File: src/rtl/tlpw_pkg.sv
// ----------------------------------------------------------------------------
// tlpw_pkg
// types and constants shared by the two-level page walker
// ----------------------------------------------------------------------------
package tlpw_pkg;

	localparam int unsigned ADDR_W  = 32;
	localparam int unsigned BASE_W  = 20;
	localparam int unsigned MAX_RES = 3;

	localparam int unsigned BIT_PRESENT  = 0;
	localparam int unsigned BIT_ACCESSED = 5;
	localparam int unsigned BIT_DIRTY    = 6;

	// input op codes
	localparam logic OP_TRANSLATE = 1'b0;
	localparam logic OP_RESPONSE  = 1'b1;

	// configuration register indexes
	localparam logic CFG_PAGING = 1'b0;
	localparam logic CFG_BASE   = 1'b1;

	typedef enum logic [1:0] {
		KIND_READ  = 2'd0,
		KIND_WRITE = 2'd1,
		KIND_DONE  = 2'd2,
		KIND_FAULT = 2'd3
	} kind_t;

	typedef enum logic [2:0] {
		PH_IDLE  = 3'b001,
		PH_DIR   = 3'b010,
		PH_TABLE = 3'b100
	} phase_t;

	typedef struct packed {
		phase_t              phase;
		logic [ADDR_W-1:0]   vaddr;
		logic                write;
		logic [ADDR_W-1:0]   dir_entry;
	} walk_state_t;

	typedef struct packed {
		kind_t               kind;
		logic [ADDR_W-1:0]   address;
		logic [ADDR_W-1:0]   write_word;
		logic                last;
	} result_t;

endpackage

File: src/rtl/tlpw_step.sv
// ----------------------------------------------------------------------------
// tlpw_step
// one step of the walk: from the current walk state and one input word,
// forms the result list and the next walk state
// ----------------------------------------------------------------------------
module tlpw_step (
	input  logic                          paging_enable,
	input  logic [tlpw_pkg::BASE_W-1:0]   directory_base,
	input  tlpw_pkg::walk_state_t         cur,
	input  logic                          op,
	input  logic [tlpw_pkg::ADDR_W-1:0]   virt_addr,
	input  logic                          write_access,
	input  logic [tlpw_pkg::ADDR_W-1:0]   read_word,
	output tlpw_pkg::walk_state_t         nxt,
	output tlpw_pkg::result_t             res [tlpw_pkg::MAX_RES],
	output logic [1:0]                    res_cnt
);
	import tlpw_pkg::*;

	logic [ADDR_W-1:0] dir_addr_req;
	logic [ADDR_W-1:0] dir_addr_pend;
	logic [ADDR_W-1:0] tbl_addr_resp;
	logic [ADDR_W-1:0] tbl_addr_saved;
	logic [ADDR_W-1:0] phys_addr;
	logic [ADDR_W-1:0] pte_new;
	logic              need_pde_wb;
	logic              need_pte_wb;

	// entry addresses: frame bits followed by a 10-bit index of 4-byte entries
	assign dir_addr_req   = {directory_base, virt_addr[31:22], 2'b00};
	assign dir_addr_pend  = {directory_base, cur.vaddr[31:22], 2'b00};
	assign tbl_addr_resp  = {read_word[31:12], cur.vaddr[21:12], 2'b00};
	assign tbl_addr_saved = {cur.dir_entry[31:12], cur.vaddr[21:12], 2'b00};
	assign phys_addr      = {read_word[31:12], cur.vaddr[11:0]};

	assign need_pde_wb = !cur.dir_entry[BIT_ACCESSED];
	assign need_pte_wb = !read_word[BIT_ACCESSED] || (!read_word[BIT_DIRTY] && cur.write);

	always_comb begin
		pte_new = read_word;
		pte_new[BIT_ACCESSED] = 1'b1;
		if (cur.write) begin
			pte_new[BIT_DIRTY] = 1'b1;
		end
	end

	always_comb begin
		nxt     = cur;
		res_cnt = 2'd0;
		for (int i = 0; i < MAX_RES; i++) begin
			res[i] = '{kind: KIND_READ, address: '0, write_word: '0, last: 1'b0};
		end

		unique case (cur.phase)
			PH_DIR: begin
				if (op == OP_RESPONSE) begin
					res_cnt = 2'd1;
					if (!read_word[BIT_PRESENT]) begin
						nxt.phase = PH_IDLE;
						res[0] = '{kind: KIND_FAULT, address: cur.vaddr,
							write_word: '0, last: 1'b1};
					end else begin
						nxt.phase     = PH_TABLE;
						nxt.dir_entry = read_word;
						res[0] = '{kind: KIND_READ, address: tbl_addr_resp,
							write_word: '0, last: 1'b1};
					end
				end
			end
			PH_TABLE: begin
				if (op == OP_RESPONSE) begin
					nxt.phase = PH_IDLE;
					if (!read_word[BIT_PRESENT]) begin
						res_cnt = 2'd1;
						res[0] = '{kind: KIND_FAULT, address: cur.vaddr,
							write_word: '0, last: 1'b1};
					end else begin
						// write-backs first, directory entry before table entry
						if (need_pde_wb) begin
							res[res_cnt] = '{kind: KIND_WRITE, address: dir_addr_pend,
								write_word: cur.dir_entry | (ADDR_W'(1) << BIT_ACCESSED),
								last: 1'b0};
							res_cnt = res_cnt + 2'd1;
						end
						if (need_pte_wb) begin
							res[res_cnt] = '{kind: KIND_WRITE, address: tbl_addr_saved,
								write_word: pte_new, last: 1'b0};
							res_cnt = res_cnt + 2'd1;
						end
						res[res_cnt] = '{kind: KIND_DONE, address: phys_addr,
							write_word: '0, last: 1'b1};
						res_cnt = res_cnt + 2'd1;
					end
				end
			end
			default: begin
				// idle: only translate requests do anything
				if (op == OP_TRANSLATE) begin
					res_cnt = 2'd1;
					if (!paging_enable) begin
						res[0] = '{kind: KIND_DONE, address: virt_addr,
							write_word: '0, last: 1'b1};
					end else begin
						nxt.phase = PH_DIR;
						nxt.vaddr = virt_addr;
						nxt.write = write_access;
						res[0] = '{kind: KIND_READ, address: dir_addr_req,
							write_word: '0, last: 1'b1};
					end
				end
			end
		endcase
	end

endmodule

File: src/rtl/two_level_page_walker_core.sv
// ----------------------------------------------------------------------------
// two_level_page_walker_core
// two-level 4 KiB page table walker with accessed/dirty write-back
// ----------------------------------------------------------------------------
//  channel  dir  handshake          payload
//  s_*      in   s_tvalid/s_tready  tuser op, tdata vaddr/write/read word
//  m_*      out  m_tvalid/m_tready  tuser kind, tdata address/write word, tlast
//  cfg_*    in   cfg_we             cfg_index, cfg_data
//
//  an input word is registered, then worked combinationally into up to three
//  result words held in a small output shift stage; while m_tready is high,
//  one word leaves a cycle and an input is taken every cycle while each
//  causes at most one result; a walk end with write-backs holds the input side until
//  its extra words have left; arst_n clears the walk state, the output stage and both
//  registers; a stalled output holds its word; the input register still takes one word
// ----------------------------------------------------------------------------
module two_level_page_walker_core (
	input  logic        clk,
	input  logic        arst_n,
	input  logic        cfg_we,
	input  logic        cfg_index,
	input  logic [19:0] cfg_data,
	input  logic        s_tvalid,
	output logic        s_tready,
	input  logic        s_tuser,   // op
	input  logic [71:0] s_tdata,   // virt_addr[31:0], write_access[32], read_word[64:33], zero
	output logic        m_tvalid,
	input  logic        m_tready,
	output logic [1:0]  m_tuser,   // kind
	output logic [63:0] m_tdata,   // address[31:0], write_word[63:32]
	output logic        m_tlast
);
	import tlpw_pkg::*;

	logic                paging_enable_q;
	logic [BASE_W-1:0]   directory_base_q;
	walk_state_t         walk_q;
	walk_state_t         walk_nxt;

	logic                valid_s1;
	logic                op_s1;
	logic [ADDR_W-1:0]   vaddr_s1;
	logic                write_s1;
	logic [ADDR_W-1:0]   word_s1;

	result_t             step_res [MAX_RES];
	logic [1:0]          step_cnt;
	result_t             out_q [MAX_RES];
	logic [1:0]          cnt_q;

	logic                out_free;
	logic                advance;
	logic                out_take;

	always_ff @(posedge clk or negedge arst_n) begin
		if (!arst_n) begin
			paging_enable_q  <= 1'b0;
			directory_base_q <= '0;
		end else if (cfg_we) begin
			unique case (cfg_index)
				CFG_PAGING: paging_enable_q  <= cfg_data[0];
				CFG_BASE:   directory_base_q <= cfg_data;
				default:    ;
			endcase
		end
	end

	tlpw_step u_step (
		.paging_enable  (paging_enable_q),
		.directory_base (directory_base_q),
		.cur            (walk_q),
		.op             (op_s1),
		.virt_addr      (vaddr_s1),
		.write_access   (write_s1),
		.read_word      (word_s1),
		.nxt            (walk_nxt),
		.res            (step_res),
		.res_cnt        (step_cnt)
	);

	assign out_take = m_tvalid && m_tready;
	// output stage empty now, or its last word leaves this cycle
	assign out_free = (cnt_q == 2'd0) || ((cnt_q == 2'd1) && m_tready);
	assign advance  = valid_s1 && out_free;
	assign s_tready = !valid_s1 || advance;

	always_ff @(posedge clk or negedge arst_n) begin
		if (!arst_n) begin
			valid_s1 <= 1'b0;
		end else if (s_tready) begin
			valid_s1 <= s_tvalid;
		end
	end

	always_ff @(posedge clk) begin
		if (s_tready && s_tvalid) begin
			op_s1    <= s_tuser;
			vaddr_s1 <= s_tdata[31:0];
			write_s1 <= s_tdata[32];
			word_s1  <= s_tdata[64:33];
		end
	end

	always_ff @(posedge clk or negedge arst_n) begin
		if (!arst_n) begin
			walk_q <= '{phase: PH_IDLE, vaddr: '0, write: 1'b0, dir_entry: '0};
		end else if (advance) begin
			walk_q <= walk_nxt;
		end
	end

	always_ff @(posedge clk or negedge arst_n) begin
		if (!arst_n) begin
			cnt_q <= 2'd0;
		end else if (advance) begin
			cnt_q <= step_cnt;
		end else if (out_take) begin
			cnt_q <= cnt_q - 2'd1;
		end
	end

	always_ff @(posedge clk) begin
		if (advance) begin
			out_q <= step_res;
		end else if (out_take) begin
			for (int i = 0; i < MAX_RES - 1; i++) begin
				out_q[i] <= out_q[i+1];
			end
		end
	end

	assign m_tvalid = (cnt_q != 2'd0);
	assign m_tuser  = out_q[0].kind;
	assign m_tdata  = {out_q[0].write_word, out_q[0].address};
	assign m_tlast  = out_q[0].last;

endmodule
File: config.mk
export PLATFORM = sky130hd
export DESIGN_NAME = two_level_page_walker_core
export DESIGN_NICKNAME = d
export VERILOG_FILES = /design/src/rtl/tlpw_pkg.sv /design/src/rtl/tlpw_step.sv /design/src/rtl/two_level_page_walker_core.sv
export SDC_FILE = /design/constraint.sdc
export NUM_CORES = 1
export LEC_CHECK = 0
export ABC_AREA = 1
export BUFFER_PORTS_ARGS = -buffer_cell sky130_fd_sc_hd__buf_4
export CAP_MARGIN = 10
export CORE_MARGIN = 3
export CORE_UTILIZATION = 61
export CTS_BUF_LIST = sky130_fd_sc_hd__clkbuf_8
export DETAILED_ROUTE_END_ITERATION = 8
export MAX_ROUTING_LAYER = met4
export PLACE_DENSITY = 0.82
export SYNTH_ARGS = -nofsm -noshare
export SYNTH_HDL_FRONTEND = slang
export SYNTH_SLANG_ARGS = --single-unit
File: constraint.sdc
create_clock -name clk -period 4.4 [get_ports clk]
set_clock_uncertainty 0.1 [all_clocks]
set_input_delay 0.44 -clock clk [delete_from_list [all_inputs] [get_ports clk]]
set_output_delay 0.44 -clock clk [all_outputs]
set_load 0.005 [all_outputs]
Word level (Yosys, flattened, before mapping):

Index checks and enable logic that the tools add are counted.

* flip-flop bits (word level): 359
* bits in latches: 0
* memory bits (writable): 0
* ROM bits: 0
* input bits: 99
* word-level logic and storage cells: 113
* memories: 0

* add/sub/neg operators: 3
* $mul: 0
* divide/modulo/power cells: 0
* order comparisons: 4
* eq/ne operators: 6
* shift operators: 0
* mux-type cells: 47
* bitwise gates (word level): 5
* reductions and logical operators: 24

Operator list (count)
* $mux W201: 5
* $mux W67: 10
* $mux W134: 4
* $bwmux W201: 2
* $demux W67 S2: 2
* $pmux W67 S2: 1
* $mux W36: 2
* $mux W66: 1
* $mux W2: 11
* $mux W3: 3
* $reduce_and A4 Y1: 2
* $logic_and A1 B1 Y1: 7
* $ge A3 B3 Y1 const B: 2
* $lt A3 B1 Y1 const B: 2
* $not A2 Y3: 2
* $pmux W3 S2: 1
* $reduce_bool A2 Y1: 3
* $reduce_and A5 Y1: 1
* $add A2 B1 Y2 const B: 2
* $mux W1: 4
* $ne A2 B2 Y1 const B: 2
* $pmux W2 S2: 1
* $reduce_and A2 Y1: 2
* $eq A3 B2 Y1 const B: 1
* other kinds (10): 16

Logic depth before layout (Yosys ltp):

Gate-level depths: netlist of the first run.

* depth in word-level cells: 19
* gate-level depth with buffers: 12

By module:

A second synthesis of the first run with hierarchy kept.

* cell total of the unflattened synthesis: 2142
* area, all modules: 18517.8 um^2

Modules (own cells, without submodules)
* two_level_page_walker_core: times used 1, cells each 1132, area each 13731.9 um^2, sequential area each 10321.1 um^2
* tlpw_step: times used 1, cells each 1010, area each 4785.8 um^2, sequential area each 0.0 um^2

Least setup slack after synthesis of the first run:

OpenSTA, ideal clock, no wires.

* path kind: reg2reg
* from: register cnt_q[0]
* to: register out_q (netlist bit m_tdata[0]), enable pin
* library setup time: 0.485 ns
* arrival time: 3.408 ns
* data required time: 3.815 ns
* setup slack: 0.407 ns
* stages on the path, launching flop included: 6
* path buffers: 0
* cell sequence: dfrtp_1 inv_1 ha_1 nand2_1 o21ai_0 inv_1

* word-level cells in the longest chain between the ends: 5
* elaborated cells on any way between the ends: 8
* classes of those cells: eq/ne: 1; reduce/logical: 7

Ends and longest elaborated chain
* from (decl): line two_level_page_walker_core.sv:49 `logic [1:0] cnt_q;`
* from (signal assigned): line two_level_page_walker_core.sv:116 `cnt_q <= step_cnt;`
* from (signal assigned): line two_level_page_walker_core.sv:118 `cnt_q <= cnt_q - 2'd1;`
* $eq A2 B1 Y1: line two_level_page_walker_core.sv:83 `assign out_free = (cnt_q == 2'd0) || ((cnt_q == 2'd1) && m_tready);`
* $logic_and A1 B1 Y1: line two_level_page_walker_core.sv:83
* $logic_or A1 B1 Y1: line two_level_page_walker_core.sv:83
* $logic_and A1 B1 Y1: line two_level_page_walker_core.sv:84 `assign advance = valid_s1 && out_free;`
* $reduce_bool A2 Y1 (no source line) (*)
* to (signal assigned): line two_level_page_walker_core.sv:124 `out_q <= step_res;`
* to (signal, indexed assignment): line two_level_page_walker_core.sv:127 `out_q[i] <= out_q[i+1];`
* to (decl): line two_level_page_walker_core.sv:48 `result_t out_q [MAX_RES];`

Every way passes the cells marked *; elsewhere a longest branch is shown, timed or not.
A chain may end at the register's enable or synchronous reset.

Final worst setup path of the first run:

* from: register walk_q[5] in the netlist's numbering
* to: register out_q (netlist bit m_tdata[2]) (data pin)

* word-level cells in the longest chain between the ends: 19
* elaborated cells on any way between the ends: 35
* classes of those cells: add/sub: 1; order compare: 4; mux: 26; bitwise: 2; reduce/logical: 2

Ends and longest elaborated chain
* from (decl): line two_level_page_walker_core.sv:37 `walk_state_t walk_q;`
* from (signal assigned): line two_level_page_walker_core.sv:106 `walk_q <= '{phase: PH_IDLE, vaddr: '0, write: 1'b0, dir_entry: '0};`
* from (signal assigned): line two_level_page_walker_core.sv:108 `walk_q <= walk_nxt;`
* $mux W1: line tlpw_step.sv:79 `if (need_pde_wb) begin`
* $mux W2: line tlpw_step.sv:73 `if (!read_word[BIT_PRESENT]) begin`
* $mux W2: line tlpw_step.sv:71 `if (op == OP_RESPONSE) begin`
* $mux W2: line tlpw_step.sv:54 `unique case (cur.phase)`
* $add A2 B1 Y2 or $not A2 Y3 (tied branches): line tlpw_step.sv:88, tlpw_step.sv:86
* $mux W2 (tied with other cells): line tlpw_step.sv:85 `if (need_pte_wb) begin`
* $mux W2 or $logic_and A1 B1 Y1 (tied branches): line tlpw_step.sv:73, tlpw_step.sv:86
* $mux W2 or $mux W67 (tied branches): line tlpw_step.sv:71, tlpw_step.sv:86
* [... 3 more ...]
* $logic_and A1 B1 Y1 (not written as such) or $mux W201 (tied branches): line tlpw_step.sv:90, tlpw_step.sv:73
* $mux W67 (not written as such) or $mux W201 (tied branches): line tlpw_step.sv:90, tlpw_step.sv:71
* $demux W67 S2 or $mux W201 (tied branches): line tlpw_step.sv:90, tlpw_step.sv:54
* $bwmux W201 (*): line tlpw_step.sv:90 `res[res_cnt] = '{kind: KIND_DONE, address: phys_addr,`
* $mux W67 (*): line tlpw_step.sv:73
* $mux W201 (*): line tlpw_step.sv:71
* $pmux W67 S2 (*): line tlpw_step.sv:54
* $mux W134 (*): line two_level_page_walker_core.sv:123 `if (advance) begin`

Every way passes the cells marked *; elsewhere a longest branch is shown, timed or not. The select of a mux whose other input is x is not followed.

==> run metrics, run 1 <==
synth cell count leaders=nand2_1, edfxtp_1, o21ai_0, inv_1, nor2_1; Setup crit end kind=flop; mean routed wirelength per cell=roughly 20 um; remaining antenna violation count=0; total track usage=0.311; Final min period=about 3.5 ns; YS warnings=0; Core Rows=57; Req. time, crit path=approximately 4.6 ns; arrival time worst endpoint=3.72 ns; status=finished clean; CP Launch Point=walk_q[5]$_DFFE_PN0P_; Slew Viols, Final=0; post-synthesis compound-gate area fraction=0.103; Post-synth ARST share=0.285; post-CTS setup buffer count=0; vias in the first global route=12600; final wirelength=approximately 43000 um; simple logic cell fraction of the synthesized area=0.199; Final Hold Fails=0; CTS tree=built; Peak VDD IR=0.000479 V; CTS max path bufs=3; Crit-path slowest cell=nand3_1; DRC=0; Placer Congestion=around 0.92; Top cell by count, worst path=nand2_1; fmax=around 290 MHz; grt total ovfl=0; Synth cell types=35; most frequent cell after synthesis=nand2_1; die extent in x=about 170 um; Post-Place Worst Slack=1.05 ns; Root Buffer=clkbuf_8; largest net degree at the start of global routing=71; Synth area leaders=edfxtp_1, dfrtp_1, nand2_1, o21ai_0, buf_4; Seq/Total Area, Yosys=0.592; Final setup viols=0; Post-synth EDFFs=231; area share of the leading cell type in the synthesized netlist=0.444; io pins=168; worst skew pair latency=0.58 ns; n_diodes=0; mux share of post-synthesis cell area=0.0137; Post-Syn Area per Cell=between 9 and 10 sq um; min-delay src=s_tvalid; Die Height=166 um; Post-Synth Adder-Cell Area=0.00240; nets=roughly 1900; Main synth FF type=edfxtp_1; die area=27500 sq um; WS Path Type=reg -> reg; Hold Crit Class=in -> reg; Cells after Synth=about 1700; initial antenna violation count=0; XOR/XNOR Fraction of Synth Area=0; Via Count=12900; crit path max fanout=44; core area=24700 sq um; input/output buffers=160; relative slew slack=0.266; largest area contributor in the netlist=edfxtp_1; total power=12.6 mW; Initial Util=0.631; Setup TNS=0 ns; period utilisation layout=0.797; Critical Path Start Type=flop; clock-pin transition on the worst setup and hold timing paths=0.06 ns; DRT iter0 DRCs=1766; Pre-antenna DRT Iters=7; Seq cells post-synth=~320; Lkg Pwr=7.85 nW; Final WS setup=slightly below 0.9 ns; CP peak stage delay=0.98 ns; R2R Path Start=walk_q[5]$_DFFE_PN0P_; global-route wire length before repair=66600 um; TritonCTS buffer count=51; Finished Core Util=0.734; Layout area overhead=16.4%; H-Tree Level Count=2; RSZ-0062 raised after global routing=false; largest family of logic cells by synthesized area=simple AND/OR/NAND/NOR gates; P per Cell Area=692 nW/um^2; number of max-cap violations=0; Avg Vias per Cell=5.92; # fillers=1676; CP cell instances=nand3_1 > nand2_1 > nand2_1 > nand3_1 > nand2_1 > nand2_1 > nand2_1; hpwl dp=26000 um; Slew @ Worst Pin=1.10 ns; Post-Syn Area=15600 sq um; syn_nets=around 1800; layout cells sized above 1=0.162; clk sinks=323
==> sequential cells by signal, indices dropped and copies added, names as in the netlist, 2 cells and up <==
name and cells:
m_tdata 64, walk_q 68, word_s1 32, directory_base_q 20
cnt_q 2, m_tuser 2, vaddr_s1 32, out_q 98
==> cell type report <==
class | instances | area (sq um) | share of cell area
multi-input cells | 1070 | 4980 | 0.274
flip-flops and latches | 323 | 9240 | 0.509
clock inverters | 34 | 156 | 0.00861
well taps | 324 | 405 | 0.0223
clock buffers | 61 | 840 | 0.0462
inverters | 106 | 400 | 0.0220
repair buffers | 260 | 2150 | 0.118
==> per-stage QoR <==
step	area [sq um]	cells	hold slack [ns]
2_1_floorplan	15600	1670	0.0444
3_3_place_gp	16400	2010	0.348
3_5_place_dp	16400	2010	0.353
4_1_cts	18200	2178	0.000316
5_1_grt	18200	2178	0.000340
6_report	18200	2178	0.00264
==> power breakdown <==
| part | leakage (nW) | internal, mW | switching (mW) |
|---|---|---|---|
| Combinational | 3.81 | 1.56 | 3.03 |
| Sequential | 3.43 | 4.81 | 0.698 |
| Clock | 0.607 | 1.31 | 1.16 |
==> what timing repair did <==
| item | CTS | global route |
|---|---|---|
| hold buffers | 73 | 0 |
| endpoints found under the hold margin | 130 | 0 |
| gates resized for setup | 0 | 0 |
==> routing by layer <==
metal / up-vias / track usage / wire [um]
li1: 5841 / - / -
met1: 6034 / 0.403 / 15900
met2: 850 / 0.496 / 20200
met3: 162 / 0.0498 / 4680
met4: 0 / 0.130 / 1910
met5: - / - / 0
==> logic make-up after synthesis <==
group	after synthesis
mux	19
compound gates	305
buf+inv	277
flops	323
simple gates	743
fa+ha+maj	3
==> worst max-delay path: cells and delay by family, from the launching register on <==
family / cells / cell delay (ns)
and+or+nand+nor: 7 / 2.25
DFF: 1 / 0.91
==> path summary, 6_finish.rpt <==
kind,to,slack (ns),depth (start not counted)
max in group asynchronous,walk_q[65]$_DFFE_PN1P_,2.72,3
worst min-delay path,valid_s1$_DFFE_PN0N_,0.003,3
worst max register to register,m_tdata[2]$_DFFE_PP_,0.89,7
worst max-delay path,m_tdata[2]$_DFFE_PP_,0.89,7
worst min register to register,walk_q[0]$_DFFE_PN0P_,0.36,2
min in group asynchronous,walk_q[3]$_DFFE_PN0P_,0.44,2
==> placed cells by master (no fill, tap or decap), drive strengths merged, types with 2 or more instances in the layout <==
cell type	Yosys	routed
nand2	486	486
inv	105	131
clkbuf	56	61
a31oi	2	2
nor2	113	113
a21oi	59	59
ha	3	3
nand4	26	26
clkinv	1	8
dfrtp	91	91
edfxtp	231	231
dlygate4sd3	0	73
o21ai	212	212
o211ai	10	10
nor3	32	32
nand3	85	85
buf	115	187
mux2	19	19
o21a	20	20
Note: power is estimated with default switching activity, not from simulation.
==> inputs of run 2 (changes only) <==
--- a/config.mk
+++ b/config.mk
@@ -9,11 +9,11 @@
 export BUFFER_PORTS_ARGS = -buffer_cell sky130_fd_sc_hd__buf_4
 export CAP_MARGIN = 10
 export CORE_MARGIN = 3
-export CORE_UTILIZATION = 61
+export CORE_UTILIZATION = 55
 export CTS_BUF_LIST = sky130_fd_sc_hd__clkbuf_8
 export DETAILED_ROUTE_END_ITERATION = 8
 export MAX_ROUTING_LAYER = met4
-export PLACE_DENSITY = 0.82
+export PLACE_DENSITY = 0.78
 export SYNTH_ARGS = -nofsm -noshare
 export SYNTH_HDL_FRONTEND = slang
 export SYNTH_SLANG_ARGS = --single-unit
==> constraint.sdc (replaced) <==
create_clock -name clk -period 3 [get_ports clk]
set_clock_uncertainty 0.1 [all_clocks]
set_input_delay 0.3 -clock clk [delete_from_list [all_inputs] [get_ports clk]]
set_output_delay 0.3 -clock clk [all_outputs]
set_load 0.005 [all_outputs]
==> run metrics, run 2 (same netlist as run 1, synthesis figures left out) <==
Slew @ Worst Pin=1.01 ns (-0.0834 ns); CTS tree=built; clock-pin transition on the worst setup and hold timing paths=0.06 ns (about the same); Hold Crit Class=in -> async; H-Tree Level Count=2 (unchanged); Setup crit end kind=flop; layout cells sized above 1=0.171 (+0.00909); period utilisation layout=0.866 (+0.0687); Crit path max-delay family=simple AND/OR/NAND/NOR gates; global-route wire length before repair=66800 um (+0.33%); Critical Path Start Type=flop; final wirelength=42500 um (-0.31%); critical path depth in cells=6 (-1); fmax=385 MHz (+35%); TritonCTS buffer count=54 (+5.9%); nets=1942 (+1.5%); Final Hold Fails=0 (unchanged); CP cell instances=a21oi_2 > inv_1 > ha_1 > inv_1 > nand4_4 > nor2_1; Slew Viols, Final=0 (unchanged); Post-Place Worst Slack=0.442 ns (-0.609 ns); Finished Core Util=0.668 (-0.0667); commonest non-fill, non-tap cells in the layout=nand2_1, edfxtp_1, buf_4; most common cell after layout, fill and taps aside=nand2_1; worst skew pair latency=0.59 ns (about the same); Lkg Pwr=7.97 nW (+1.6%); RSZ-0062 raised after global routing=false; Pre-antenna DRT Iters=5 (-2); Final WS setup=0.403 ns (-0.490 ns); initial antenna violation count=0 (unchanged); input/output buffers=160 (unchanged); clk sinks=323 (unchanged); Peak VDD IR=0.000673 V (+41%); Root Buffer=clkbuf_8; P per Cell Area=1010 nW/um^2 (+45%); R2R Path Start=walk_q[32]$_DFFE_PN0P_; arrival time worst endpoint=2.91 ns (-0.81 ns); largest net degree at the start of global routing=104 (+46%); grt total ovfl=0 (unchanged); R2R Path End=out_q[90]$_SDFFCE_PP0P_; CTS max path bufs=3 (unchanged); hold slack=0.164 ns (+0.161 ns); vias in the first global route=12500 (-0.59%); Initial Util=0.560 (-0.0704); total track usage=0.287 (-0.0248); Area after DPL=16600 sq um (+1.1%); crit path max fanout=31 (-30%); DRC=0 (unchanged); Top cell by count, worst path=inv_1; Core Rows=61 (+7.0%); Reg2Reg Depth=6 (-1); status=finished clean; number of max-cap violations=0 (unchanged); internal reg-to-reg setup slack=0.40 ns (-0.49 ns); core area=27900 sq um (+13%); Layout area overhead=19.2%; Req. time, crit path=3.31 ns (-1.31 ns); DRT iter0 DRCs=1711 (-3.1%); Via Count=12900 (+0.23%); max reg flops=98 (unchanged); mean routed wirelength per cell=18.8 um (-4.0%); hpwl dp=26000 um (+0.14%); Final min period=2.60 ns (-0.910 ns); total power=18.7 mW (+49%); CP bufs+invs=2 (+2); n_diodes=0 (unchanged); Largest Register=out_q; CP peak stage delay=0.62 ns (-0.36 ns); die extent in x=174 um (+5.1%); Avg Vias per Cell=5.71 (-3.5%); remaining antenna violation count=0 (unchanged); Final setup viols=0 (unchanged); Die Height=174 um (+5.1%); Placer Congestion=0.924 (+0.52%); WS Path Type=reg -> reg; fin area=18600 sq um (+2.3%); die area=30400 sq um (+11%); relative slew slack=0.322 (+0.0558); Crit-path slowest cell=nand4_4; CP endpoint=out_q[90]$_SDFFCE_PP0P_; post-CTS setup buffer count=0 (unchanged); io pins=168 (unchanged); CP Launch Point=walk_q[32]$_DFFE_PN0P_
==> run 2: worst register-to-register path: cells and delay by family, from the launching register on <==
| kind | cells | cell delay [ns] |
|---|---|---|
| DFF | 1 | 0.43 |
| and+or+nand+nor | 2 | 0.92 |
| AOI/OAI and AO/OA | 1 | 0.19 |
| buffers and inverters | 2 | 0.48 |
| adders and majority gates | 1 | 0.30 |
==> run 2: metrics by stage <==
stage	TNS, ns	cells
after global placement	0	2071
after global routing	0	2262
after CTS	0	2262
after detailed placement	0	2071
final	0	2262
after floorplan	-33.05	1670
==> run 2: how the worst min path moves through the flow <==
stage                start                     end  slack, ns  depth (start not counted)
floorplan           arst_n    cnt_q[0]$_DFFE_PN0P_       -0.1                          0
global placement    arst_n  walk_q[14]$_DFFE_PN0P_       0.24                          1
detailed placement  arst_n  walk_q[14]$_DFFE_PN0P_       0.24                          1
CTS                 arst_n  walk_q[48]$_DFFE_PN0P_       0.18                          2
global route        arst_n  walk_q[14]$_DFFE_PN0P_       0.19                          2
finish              arst_n  walk_q[14]$_DFFE_PN0P_       0.16                          2
==> run 2: metal layers <==
layer / global-route usage / part of all wire / up-vias
li1: - / - / 5892
met1: 0.367 / 0.39 / 6195
met2: 0.457 / 0.48 / 694
met3: 0.0476 / 0.092 / 136
met4: 0.120 / 0.044 / 0
met5: - / 0 / -
==> run 2: where the power goes <==
part	switching [mW]	internal (mW)
sequential	0.955	7.06
clock	1.76	2.03
combinational	4.47	2.42
total	7.18	11.5
==> run 2: repair_timing <==
| action | in CTS | in global routing |
|---|---|---|
| hold endpoints to repair | 123 | 0 |
| endpoints found under the setup margin | 0 | 0 |
| resized for setup | 0 | 0 |
| hold buffers | 91 | 0 |
==> run 2: final cells by class <==
cell class,instances,area [sq um]
well taps,378,473
clock buffers,61,840
fillers,2160,9260
inverters,106,402
multi-input cells,1070,5010
repair buffers,285,2420
flip-flops and latches,323,9240
clock inverters,39,218
==> inputs of run 3 (changes only) <==
--- a/config.mk
+++ b/config.mk
@@ -8,12 +8,13 @@
 export ABC_AREA = 1
 export BUFFER_PORTS_ARGS = -buffer_cell sky130_fd_sc_hd__buf_4
 export CAP_MARGIN = 10
-export CORE_MARGIN = 3
 export CORE_UTILIZATION = 55
 export CTS_BUF_LIST = sky130_fd_sc_hd__clkbuf_8
+export CTS_CLUSTER_SIZE = 40
 export DETAILED_ROUTE_END_ITERATION = 8
 export MAX_ROUTING_LAYER = met4
 export PLACE_DENSITY = 0.78
+export RECOVER_POWER = 100
 export SYNTH_ARGS = -nofsm -noshare
 export SYNTH_HDL_FRONTEND = slang
 export SYNTH_SLANG_ARGS = --single-unit
==> run metrics, run 3 (same netlist as run 1, synthesis figures left out) <==
critical path depth in cells=5 (-1); io pins=168 (unchanged); Hold Crit Class=in -> reg; layout cells sized above 1=0.155 (-0.0168); relative slew slack=-0.0445 (-0.367); Lkg Pwr=7.87 nW (-1.3%); RSZ-0062 raised after global routing=false; DRC=0 (unchanged); Peak VDD IR=0.000690 V (+2.5%); H-Tree Level Count=2 (unchanged); die extent in x=170 um (-2.3%); initial antenna violation count=0 (unchanged); core area=27900 sq um (unchanged); Avg Vias per Cell=5.65 (-1.1%); CP peak stage delay=0.64 ns (+0.02 ns); Slew @ Worst Pin=1.57 ns (+0.552 ns); Req. time, crit path=3.15 ns (-0.16 ns); largest net degree at the start of global routing=129 (+24%); WL met2=20800 um (+2.3%); crit path max fanout=31 (unchanged); remaining antenna violation count=0 (unchanged); Crit path max-delay family=simple AND/OR/NAND/NOR gates; R2R Path Start=walk_q[32]$_DFFE_PN0P_; max reg flops=98 (unchanged); Layout area overhead=18.1%; Placer Congestion=0.954 (+3.2%); Setup crit end kind=flop; internal reg-to-reg setup slack=0.25 ns (-0.16 ns); Initial Util=0.560 (unchanged); status=finished, violations left; final wirelength=42100 um (-0.85%); Final Hold Fails=0 (unchanged); worst skew pair latency=0.59 ns (about the same); post-CTS setup buffer count=0 (unchanged); CTS tree=built; Pre-antenna DRT Iters=6 (+1); n_diodes=0 (unchanged); total power=18.5 mW (-1.3%); Resize count post-CTS=0 (unchanged); commonest non-fill, non-tap cells in the layout=nand2_1, edfxtp_1, o21ai_0; CP cell instances=nand2_1 > nand3_1 > nand3_2 > clkbuf_2 > o21ai_0; die area=29100 sq um (-4.5%); Root Buffer=clkbuf_8; hpwl dp=26100 um (+0.18%); Crit-path slowest cell=clkbuf_2; Critical Path Start Type=flop; number of max-cap violations=1 (+1); CP bufs+invs=1 (-1); Non-Filler Instances=2260 (-0.088%); CP endpoint=m_tdata[52]$_DFFE_PP_; most common cell after layout, fill and taps aside=nand2_1; grt total ovfl=0 (unchanged); fmax=363 MHz (-5.7%); Reg2Reg Depth=5 (-1); vias in the first global route=12400 (-1.3%); clk sinks=323 (unchanged); CTS max path bufs=3 (unchanged); wire length on met1=16200 um (-1.2%); min-delay src=m_tready; Final min period=2.75 ns (+0.156 ns); nets=1941 (-0.051%); Die Height=170 um (-2.3%); total track usage=0.307 (+0.0202); arrival time worst endpoint=2.90 ns (about the same); P per Cell Area=1000 nW/um^2 (-0.35%); DRT iter0 DRCs=1465 (-14%); TritonCTS buffer count=52 (-3.7%); routed wl met3=3740 um (-4.0%); Slew Viols, Final=52 (+52); failing checks=capacitance limit, slew limit; input/output buffers=160 (unchanged); WS Path Type=reg -> reg; Via Count=12800 (-1.1%); R2R Path End=m_tdata[52]$_DFFE_PP_; Cells after DPL=2073 (+0.097%); period utilisation layout=0.918 (+0.0519); global-route wire length before repair=65800 um (-1.6%); CP Launch Point=walk_q[32]$_DFFE_PN0P_; Core Rows=61 (unchanged); hold_buf cts=90 (-1.1%); DR top layer=met4; clock-pin transition on the worst setup and hold timing paths=0.06 ns (about the same); Largest Register=out_q; mean routed wirelength per cell=18.6 um (-0.76%); Final setup viols=0 (unchanged)
[run 3: changes by cell type in the layout (fill, tap and decap cells not counted), moves of 3 or more]
cell	change
inv_1	+6
nor2_1	+3
o21ai_0	+46
clkbuf_1	+19
clkbuf_4	+120
clkbuf_2	+12
o21ai_1	-45
inv_2	-4
buf_4	-149
nor2_2	-3
[run 3: power breakdown]
part           internal, mW  switching (mW)  leakage, nW  total, mW
sequential             7.07           0.915         3.43       7.99
combinational          2.21            4.44         3.82       6.65
clock                  2.06            1.75        0.624       3.82
total                  11.3            7.11         7.87       18.5
[run 3: final cells by class]
cell class | count | area [sq um]
Clock buffer | 59 | 812
Clock inverter | 38 | 241
Fill cell | 2142 | 9430
Inverter | 106 | 399
Multi-Input combinational cell | 1070 | 4960
Sequential cell | 323 | 9240
Tap cell | 378 | 473
Timing Repair Buffer | 286 | 2300
[run 3: worst register-to-register path, stage by stage, from the launching register on]
cell      delay [ns]
dfrtp_1         0.43
nand2_1         0.09
nand3_1         0.52
nand3_2         0.34
clkbuf_2        0.64
o21ai_0         0.30
[run 3: worst min path at each step]
stage / end / slack, ns / cells past startpoint
floorplan: cnt_q[0]$_DFFE_PN0P_ / -0.1 / 0
global placement: walk_q[11]$_DFFE_PN0P_ / 0.33 / 1
detailed placement: walk_q[11]$_DFFE_PN0P_ / 0.33 / 1
CTS: cnt_q[1]$_DFFE_PN0P_ / 0.01 / 4
global route: valid_s1$_DFFE_PN0N_ / 0.05 / 4
finish: valid_s1$_DFFE_PN0N_ / 0.04 / 4
[run 3: through the flow]
stage               setup TNS (ns)  hold WS (ns)  instance area [sq um]   util  setup WS, ns
floorplan                   -33.05       -0.0956                  15600      -        -0.250
global placement                 0         0.329                  16700  0.598         0.502
detailed placement               0         0.333                  16700  0.598         0.424
CTS                              0        0.0142                  18600  0.668         0.423
global route                     0        0.0528                  18400  0.661         0.149
finish                           0        0.0371                  18400  0.661         0.247
[run 3: layer usage]
metal / GRT usage / vias up
met5: - / -
met4: 0.120 / 0
met3: 0.0479 / 108
met2: 0.499 / 676
met1: 0.387 / 6105
li1: - / 5880
